===== src/hw/rtl/dswm_cell.sv =====
// One cell of the rotating state ring: label, count and sum of one entry.
// Depends on nothing; instantiated by disjoint_set_with_move.
`timescale 1ns / 1ps
`default_nettype none

module dswm_cell #(
    parameter int IDX_W = 10,
    parameter int CNT_W = 11,
    parameter int SUM_W = 20,
    parameter int INIT  = 0
) (
    input  wire logic             i_clk,
    input  wire logic             i_rst_n,
    input  wire logic             i_shift,
    input  wire logic [IDX_W-1:0] i_label,
    input  wire logic [CNT_W-1:0] i_count,
    input  wire logic [SUM_W-1:0] i_sum,
    output logic      [IDX_W-1:0] o_label,
    output logic      [CNT_W-1:0] o_count,
    output logic      [SUM_W-1:0] o_sum
);

    logic [IDX_W-1:0] r_label;
    logic [CNT_W-1:0] r_count;
    logic [SUM_W-1:0] r_sum;

    // reset value: entry stands alone in its own set
    always_ff @(posedge i_clk) begin
        if (!i_rst_n) begin
            r_label <= IDX_W'(INIT);
            r_count <= CNT_W'(1);
            r_sum   <= SUM_W'(INIT);
        end else if (i_shift) begin
            r_label <= i_label;
            r_count <= i_count;
            r_sum   <= i_sum;
        end
    end

    assign o_label = r_label;
    assign o_count = r_count;
    assign o_sum   = r_sum;

endmodule

`default_nettype wire


===== config.mk =====
export PLATFORM = sky130hd
export DESIGN_NAME = dswm_cell
export DESIGN_NICKNAME = d
export VERILOG_FILES = /design/src/hw/rtl/dswm_cell.sv
export SDC_FILE = /design/constraint.sdc
export NUM_CORES = 1
export LEC_CHECK = 0
export CORE_UTILIZATION = 50
export CTS_CLUSTER_DIAMETER = 60
export DETAILED_ROUTE_END_ITERATION = 10
export DONT_BUFFER_PORTS = 1
export GPL_ROUTABILITY_DRIVEN = 0
export PLACE_DENSITY = 0.75
export SYNTH_ARGS = -nofsm -noshare
export SYNTH_HDL_FRONTEND = slang
export SYNTH_SLANG_ARGS = --single-unit

===== constraint.sdc =====
create_clock -name i_clk -period 1.25 [get_ports i_clk]
set_clock_uncertainty 0.15 [all_clocks]
set_input_delay 0.3125 -clock i_clk [delete_from_list [all_inputs] [get_ports i_clk]]
set_output_delay 0.3125 -clock i_clk [all_outputs]
set_load 0.02 [all_outputs]

# Word-level counts from Yosys, hierarchy flattened
# Index checks and enable logic that the tools add are counted.
[totals]
inputBits = 44
output_inout_bits = 41
ff_bits = 41
elab_cells = 3

# Longest topological paths before layout
# Gate-level depths: netlist of run 1.
[logic_depth]
word_depth = 0
mapped_depth = 4

# Worst setup path after synthesis of run 1
# Ideal clock, no wire load.
[synth_timing]
path_kind = "input port to flip-flop"
from = "input port i_shift"
to = "register r_count[0], in the netlist o_count[0]"
setup_ns = 0.124
slack_ns = 0.179
arrival_time_ns = 0.798
cell_stages = 4
required_time_ns = 0.976
cell_sequence = "buf_6 > buf_12 > mux2i_1 > nand2_1"
[synth_rtl]
columns = ["item", "line", "source"]
rows = [
  ["start, declared", "14", "input wire logic i_shift,"],
  ["end signal, assigned", "35", "r_count <= i_count;"],
  ["end, declared", "24", "logic [CNT_W-1:0] r_count;"],
]

# Worst setup path after layout of run 1
[layout_timing]
from = "register r_sum[15], in the netlist o_sum[15]"
to = "output port o_sum[15]"
[layout_rtl]
columns = ["item", "line", "source"]
rows = [
  ["start, declared", "25", "logic [SUM_W-1:0] r_sum;"],
  ["start signal, assigned", "32", "r_sum <= SUM_W'(INIT);"],
  ["start signal, assigned", "36", "r_sum <= i_sum;"],
  ["end, declared", "20", "output logic [SUM_W-1:0] o_sum"],
]
# No word-level cell between the ends.

==> results of run 1 <==
## final timing paths
kind                      to  slack, ns  cells after the start
setup / recovery   o_sum[15]       0.04                      0
hold / removal    o_count[0]      -0.04                      2
setup reg to reg   o_sum[15]       0.40                      2
hold reg to reg   o_count[0]       0.42                      2
## cell families after synthesis
group,Yosys count
buffers and inverters,9
flip-flops,41
multiplexers,41
AND/OR/NAND/NOR,41
## flip-flops by register name, summed over array words and instances, names as in the netlist
name,count
o_sum,20
o_label,10
o_count,11
## layer usage
layer | track usage (%) | vias to the layer above
met4 | 11.2 | 0
li1 | - | 452
met1 | 13.3 | 437
met3 | 5.49 | 8
met2 | 28.7 | 49
met5 | 0 | -
## synth_stat cells
master,n,area (µm²)
dfxtp_1,41,821
mux2i_1,41,410
nor2b_1,40,250
buf_12,4,80.1
clkbuf_1,4,15.0
buf_6,1,11.3
nand2_1,1,3.75
## final cells by class
type | count | area [µm²] | share of cell area (%)
Clock buffer | 7 | 55.1 | 3.08
Multi-Input combinational cell | 82 | 664 | 37.1
Timing Repair Buffer | 13 | 140 | 7.83
Sequential cell | 41 | 875 | 48.9
Tap cell | 44 | 55.1 | 3.08
## per-stage QoR
stage,power [mW],cells,util [%],setup slack [ns],area [µm²]
after global placement,1.69,167,50.9,0.353,1540
after global routing,2.49,187,59.1,0.000550,1790
final,2.38,187,59.1,0.0373,1790
after floorplan,1.74,132,-,0.179,1590
after CTS,2.36,174,54.4,0.0186,1650
after detailed placement,1.71,167,50.9,0.332,1540
## power by group
group	switching (mW)	total (mW)	internal (mW)	leakage, nW
registers	0.147	1.55	1.40	0.353
logic	0.0626	0.192	0.129	0.372
clock network	0.375	0.641	0.266	0.0314
## repair_timing
item / in CTS / in global routing
endpoints found under the hold margin: 41 / 41
setup buffers: 0 / 0
setup endpoints to repair: 41 / 1
gates resized for setup: 41 / 1
==> out/metrics.csv, run 1 <==
metric,value,unit
status,finished with violations,
failing checks,hold timing,
largest net degree at the start of global routing,42,
Core ar.,3030,µm²
Chip Height,58.4,µm
DRT Pass-1 Iters,3,
count of cell types in the netlist,7,
initial antenna violation count,0,
# fillers,266,
first-pass GRT wire length,3.80,mm
Slew @ Worst Pin,0.158,ns
Setup crit end kind,output port,
leakage power,0.756,nW
final hold vios,6,
ratio of total power to cell area,1330,nW/µm²
FP Rows,20,
vias in the first global route,898,
PortBufs,0,
final setup violating endpoints,0,
buffer depth of the longest clock path,2,
Synth Register Bits,41,
Die Area,3410,µm²
Min-Delay Path Class,in2reg,
DR WL met2,1.51,mm
CTS tree,yes,
mux contribution to synthesized area,25.8,%
clk_lat worst skew,0.33,ns
Setup crit start kind,flop,
"critical path fanouts, max",2,
"Data required, critical path",0.79,ns
Synth Area in Simple Gates,16.0,%
clock sink count,41,
Syn Inst Count,132,
adder-cell share of the synthesized area,0,%
Starting Density,52.6,%
via count,946,
Netlist Area Pre-Place,1590,µm²
CTS Buf Count,5,
uppermost routed layer,met4,
Final Cycle Share,97.0,%
largest family of logic cells by synthesized area,multiplexers,
top-level I/O count,85,
via/cell ratio,5.06,
"commonest non-fill, non-tap cells in the layout","41 x mux2i_1, 40 x nor2b_1, 40 x dfxtp_2, 12 x dlygate4sd3_1, 5 x clkbuf_4",
Fmax achieved,0.825,GHz
final hold slack,-0.0354,ns
Critical Path AT,0.75,ns
Routed met3 length,201,µm
total track usage,15.3,%
final wirelength,2.77,mm
"Reg clk slew, reported paths",0.11,ns
Final HPWL DP,1.79,mm
total grt overflow,0,
Root Buffer,clkbuf_4,
post-synthesis compound-gate area fraction,0,%
"Slew Viols, Final",0,
max-cap violations,0,
Post-Synth XOR/XNOR Area,0,%
maximum VDD drop,0.820,mV
H-tree levels,2,
Slew HR,89.2,%
Initial DRC Count,21,
RR Startpoint,o_sum[15],
die width,58.4,µm
register area share after synthesis,51.6,%
wl on met1,997,µm
"antenna viol nets, final",0,
drt drc,0,
synthesis-to-layout area growth,12.4,%
Fin Setup TNS,0,ns
"Avg Cell Area, Syn",12.1,µm²
unrepaired setup endpoints after global routing,false,
fin crit period,1.21,ns
Setup crit start,o_sum[15],
Ant. Diodes,0,
drt wl/cell,14.8,µm
"commonest non-fill, non-tap cell in the layout",mux2i_1,
Nets,187,
hold_sp,i_shift,
Ys Warns,0,
syn nets,176,
layout cells sized above 1,33.6,%
WS Path Type,reg2out,
(Power assumes the default switching activity.)
==> run 2, diff against run 1 <==
Settings changed: PLACE_DENSITY 0.75 to 0.78.
Clock period 1.25 ns to 1.1 ns, I/O delays scaled along.
==> out/metrics.csv, run 2 (synthesis results as in run 1) <==
metric,value,unit,change
Final Cycle Share,105,%,
total grt overflow,0,,unchanged
clk_lat worst skew,0.33,ns,about the same
P_int,1.96,mW,was 1.80 mW
end of the critical path,o_label[1],,was o_sum[15]
pre-CTS WS,0.179,ns,was 0.332 ns
fin crit period,1.15,ns,
Fmax achieved,0.866,GHz,
Slew HR,88.3,%,was 89.2%
Seq pwr share,66.1,%,was 65.0%
die width,58.4,µm,unchanged
CTS Buf Count,5,,unchanged
Nets,174,,was 187
WS Path Type,reg2out,,unchanged
Initial DRC Count,17,,was 21
synthesis-to-layout area growth,9.91,%,was 12.4%
Post-DP Area,1540,µm²,unchanged
Root Buffer,clkbuf_4,,unchanged
Min-Delay Path Class,in2reg,,unchanged
via count,896,,was 946
PortBufs,0,,unchanged
first-pass GRT wire length,3.82,mm,was 3.80 mm
CTS tree,yes,,unchanged
final hold vios,41,,was 6
switching share of power,24.3,%,was 24.6%
clock power share,27.6,%,was 26.9%
Setup crit start,o_label[1],,was o_sum[15]
DRT Pass-1 Iters,3,,unchanged
postcts setup bufs,0,,unchanged
"Slew Viols, Final",0,,unchanged
post-layout util,57.8,%,was 59.1%
ratio of total power to cell area,1480,nW/µm²,was 1330 nW/µm²
vias in the first global route,876,,was 898
leakage power,0.709,nW,was 0.756 nW
clock sink count,41,,unchanged
layout cells sized above 1,36.2,%,was 33.6%
Slew @ Worst Pin,0.171,ns,was 0.158 ns
H-tree levels,2,,unchanged
Fin Setup TNS,-1.92,ns,was 0 ns
final setup violating endpoints,41,,was 0
via/cell ratio,5.15,,was 5.06
status,finished with violations,,unchanged
final wirelength,2.56,mm,was 2.77 mm
hold depth,1,,was 2
Critical Path AT,0.73,ns,was 0.75 ns
FP Rows,20,,unchanged
drt wl/cell,14.7,µm,was 14.8 µm
Setup crit end kind,output port,,unchanged
"critical path fanouts, max",2,,unchanged
buffer depth of the longest clock path,2,,unchanged
Ant. Diodes,0,,unchanged
final hold slack,-0.150,ns,was -0.0354 ns
largest net degree at the start of global routing,42,,unchanged
max reg flops,20,,unchanged
net switching power,0.628,mW,was 0.585 mW
RR Startpoint,o_sum[3],,was o_sum[15]
top-level I/O count,85,,unchanged
drt drc,0,,unchanged
"Reg clk slew, reported paths",0.10,ns,was 0.11 ns
worst reg2reg path depth,2,,unchanged
Setup crit start kind,flop,,unchanged
Chip Height,58.4,µm,unchanged
Final HPWL DP,1.75,mm,was 1.79 mm
min setup slack post-route,-0.0546,ns,was 0.0373 ns
"commonest non-fill, non-tap cells in the layout","41 x mux2i_1, 41 x dfxtp_4, 40 x nor2b_1, 5 x clkbuf_4",,"was 41 x mux2i_1, 40 x nor2b_1, 40 x dfxtp_2, 12 x dlygate4sd3_1, 5 x clkbuf_4"
failing checks,"hold timing, setup timing",,was hold timing
"Data required, critical path",0.67,ns,was 0.79 ns
Core ar.,3030,µm²,unchanged
unrepaired setup endpoints after global routing,true,,was false
FF-to-FF End,o_sum[3],,was o_sum[15]
Die Area,3410,µm²,unchanged
initial antenna violation count,0,,unchanged
FF-to-FF setup slack,0.24,ns,was 0.40 ns
maximum VDD drop,0.729,mV,was 0.820 mV
Starting Density,52.6,%,unchanged
max-cap violations,0,,unchanged
CP Depth,0,,unchanged
"antenna viol nets, final",0,,unchanged
share of total power in combinational logic,6.3,%,was 8.1%
total track usage,15.4,%,was 15.3%
post-route cell area,1750,µm²,was 1790 µm²
Pwr Total,2.58,mW,was 2.38 mW
-- run 2: stage by stage --
step | cells | hold slack, ns
4_1_cts | 174 | -0.168
6_report | 174 | -0.150
5_1_grt | 174 | -0.189
3_5_place_dp | 167 | 0.198
2_1_floorplan | 132 | 0.253
3_3_place_gp | 167 | 0.189
-- run 2: final cells by class --
cell class,count,area [µm²]
fill,257,1280
tap,44,55.1
sequential,41,975
clock buffer,7,55.1
multi-input combinational,82,664
-- run 2: worst min path at each step --
stage	from	endpoint	slack (ns)
2_1_floorplan	i_rst_n	o_label[7]	0.25
5_1_grt	i_rst_n	o_count[0]	-0.19
4_1_cts	i_rst_n	o_count[0]	-0.17
3_5_place_dp	i_rst_n	o_count[0]	0.20
3_3_place_gp	i_rst_n	o_count[0]	0.19
6_report	i_rst_n	o_count[0]	-0.15
-- run 2: metal layers --
| metal | GRT usage, % | part of all wire, % | wire, µm | vias to the layer above |
|---|---|---|---|---|
| li1 | - | - | - | 428 |
| met1 | 14.3 | 37 | 944 | 414 |
| met2 | 27.8 | 53 | 1360 | 49 |
| met3 | 8.13 | 8.3 | 213 | 5 |
| met4 | 7.14 | 1.7 | 43 | 0 |
| met5 | 0 | 0 | 0 | - |
-- run 2: what timing repair did --
action,4_1_cts,5_1_grt
endpoints found under the hold margin,41,41
resized for setup,82,0
endpoints found under the setup margin,41,41
-- run 2: power by group through the flow --
stage	sequential (mW)	combinational (mW)	clock (mW)
after floorplan	1.76	0.223	0
after global placement	1.77	0.153	0
after detailed placement	1.77	0.165	0
after CTS	1.71	0.164	0.749
after global routing	1.72	0.181	0.821
final	1.71	0.163	0.714
==> run 3, diff against run 2 <==
Settings changed: PLACE_DENSITY 0.78 to 0.73.
==> out/metrics.csv, run 3 (synthesis results as in run 1) <==
metric,value,unit,change
Slew @ Worst Pin,0.161,ns,was 0.171 ns
Nets,174,,unchanged
initial antenna violation count,0,,unchanged
unrepaired setup endpoints after global routing,true,,unchanged
synthesis-to-layout area growth,9.51,%,was 9.91%
post-route cell area,1740,µm²,was 1750 µm²
Hold Path Sink,o_count[0],,unchanged
fin crit period,1.16,ns,was 1.15 ns
RR Startpoint,o_sum[1],,was o_sum[3]
top-level I/O count,85,,unchanged
total track usage,15.0,%,was 15.4%
DRT Pass-1 Iters,4,,was 3
Ant. Diodes,0,,unchanged
status,finished with violations,,unchanged
CTS tree,yes,,unchanged
CTS Buf Count,5,,unchanged
worst reg2reg path depth,2,,unchanged
met3 usage,8.57,%,was 8.13%
Setup crit start kind,flop,,unchanged
Starting Density,52.6,%,unchanged
Root Buffer,clkbuf_4,,unchanged
largest net degree at the start of global routing,42,,unchanged
maximum VDD drop,0.781,mV,was 0.729 mV
FP Rows,20,,unchanged
max reg flops,20,,unchanged
# fillers,271,,was 257
"number of placed instances, taps included",167,,unchanged
failing checks,"hold timing, setup timing",,unchanged
total grt overflow,0,,unchanged
pre-CTS WS,0.201,ns,was 0.179 ns
die width,58.4,µm,unchanged
Final Cycle Share,105,%,about the same
layout cells sized above 1,35.1,%,was 36.2%
Post-DP Area,1540,µm²,unchanged
GRT met1 Usage,14.8,%,was 14.3%
max-cap violations,0,,unchanged
"Slew Viols, Final",0,,unchanged
"Reg clk slew, reported paths",0.10,ns,about the same
leakage power,0.704,nW,was 0.709 nW
Final HPWL DP,1.65,mm,was 1.75 mm
FF-to-FF End,o_sum[1],,was o_sum[3]
clk_lat worst skew,0.33,ns,about the same
Min-Delay Path Class,in2reg,,unchanged
drt drc,0,,unchanged
H-tree levels,2,,unchanged
final hold vios,41,,unchanged
final hold slack,-0.152,ns,was -0.150 ns
Core ar.,3030,µm²,unchanged
Slew HR,88.9,%,was 88.3%
Chip Height,58.4,µm,unchanged
Non-Filler Instances,175,,was 174
first-pass GRT wire length,3.66,mm,was 3.82 mm
Setup crit end kind,output port,,unchanged
via count,900,,was 896
PortBufs,0,,unchanged
"critical path fanouts, max",2,,unchanged
"commonest non-fill, non-tap cells in the layout","41 x mux2i_1, 41 x dfxtp_4, 40 x nor2b_1, 5 x clkbuf_4, 3 x clkbuf_1",,"was 41 x mux2i_1, 41 x dfxtp_4, 40 x nor2b_1, 5 x clkbuf_4"
Initial DRC Count,16,,was 17
GRT busiest layer,met2,,unchanged
buffer depth of the longest clock path,2,,unchanged
hold depth,1,,unchanged
FF-to-FF setup slack,0.25,ns,was 0.24 ns
drt wl/cell,14.3,µm,was 14.7 µm
Critical Path AT,0.73,ns,about the same
vias in the first global route,872,,was 876
final wirelength,2.50,mm,was 2.56 mm
clock sink count,41,,unchanged
post-layout util,57.6,%,was 57.8%
Fmax achieved,0.864,GHz,was 0.866 GHz
via/cell ratio,5.14,,was 5.15
met2 Usage GRT,24.8,%,was 27.8%
WS Path Type,reg2out,,unchanged
ratio of total power to cell area,1460,nW/µm²,was 1480 nW/µm²
min setup slack post-route,-0.0578,ns,was -0.0546 ns
final setup violating endpoints,41,,unchanged
Die Area,3410,µm²,unchanged
CP Depth,0,,unchanged
hold_sp,i_rst_n,,unchanged
"antenna viol nets, final",0,,unchanged
postcts setup bufs,0,,unchanged
"Data required, critical path",0.67,ns,about the same
-- run 3: changes by cell type in the layout (fill, tap and decap cells not counted) --
cell	before	now
clkbuf_1	1	3
clkbuf_8	1	0
-- run 3: routing by layer --
layer | share of wire [%] | wire length (µm)
met2 | 49 | 1220
met1 | 38 | 943
met5 | 0 | 0
met3 | 12 | 289
met4 | 1.9 | 48
-- run 3: how the worst max path moves through the flow --
stage               startpoint          to
CTS                  o_sum[18]   o_sum[18]
global route        o_count[4]  o_count[4]
floorplan              i_shift  o_count[0]
detailed placement  o_count[4]  o_count[4]
finish                o_sum[0]    o_sum[0]
global placement     o_sum[16]   o_sum[16]
-- run 3: cell type report --
cell class                 instances  area (µm²)  area share, %
clock buffer                       8        48.8           2.80
sequential                        41         975           55.9
multi-input combinational         82         664           38.1
tap                               44        55.1           3.16
-- run 3: repair_timing --
item / 4_1_cts / 5_1_grt
hold endpoints to repair: 41 / 41
endpoints found under the setup margin: 41 / 41
gates cloned: 0 / 0
gates resized for setup: 82 / 0
-- run 3: metrics by stage --
step           hold WS, ns  TNS [ns]  power [mW]
6_report            -0.152     -2.13        2.54
5_1_grt             -0.190     -3.98        2.68
4_1_cts             -0.172     -3.06        2.58
3_5_place_dp         0.196         0        1.94
3_3_place_gp         0.192         0        1.92
2_1_floorplan        0.253         0        1.98
-- run 3: power breakdown --
| part | leakage [nW] | internal, mW | switching (mW) | total, mW |
|---|---|---|---|---|
| clock network | 0.0265 | 0.255 | 0.417 | 0.672 |
| registers | 0.365 | 1.54 | 0.165 | 1.71 |
| logic | 0.313 | 0.113 | 0.0470 | 0.160 |
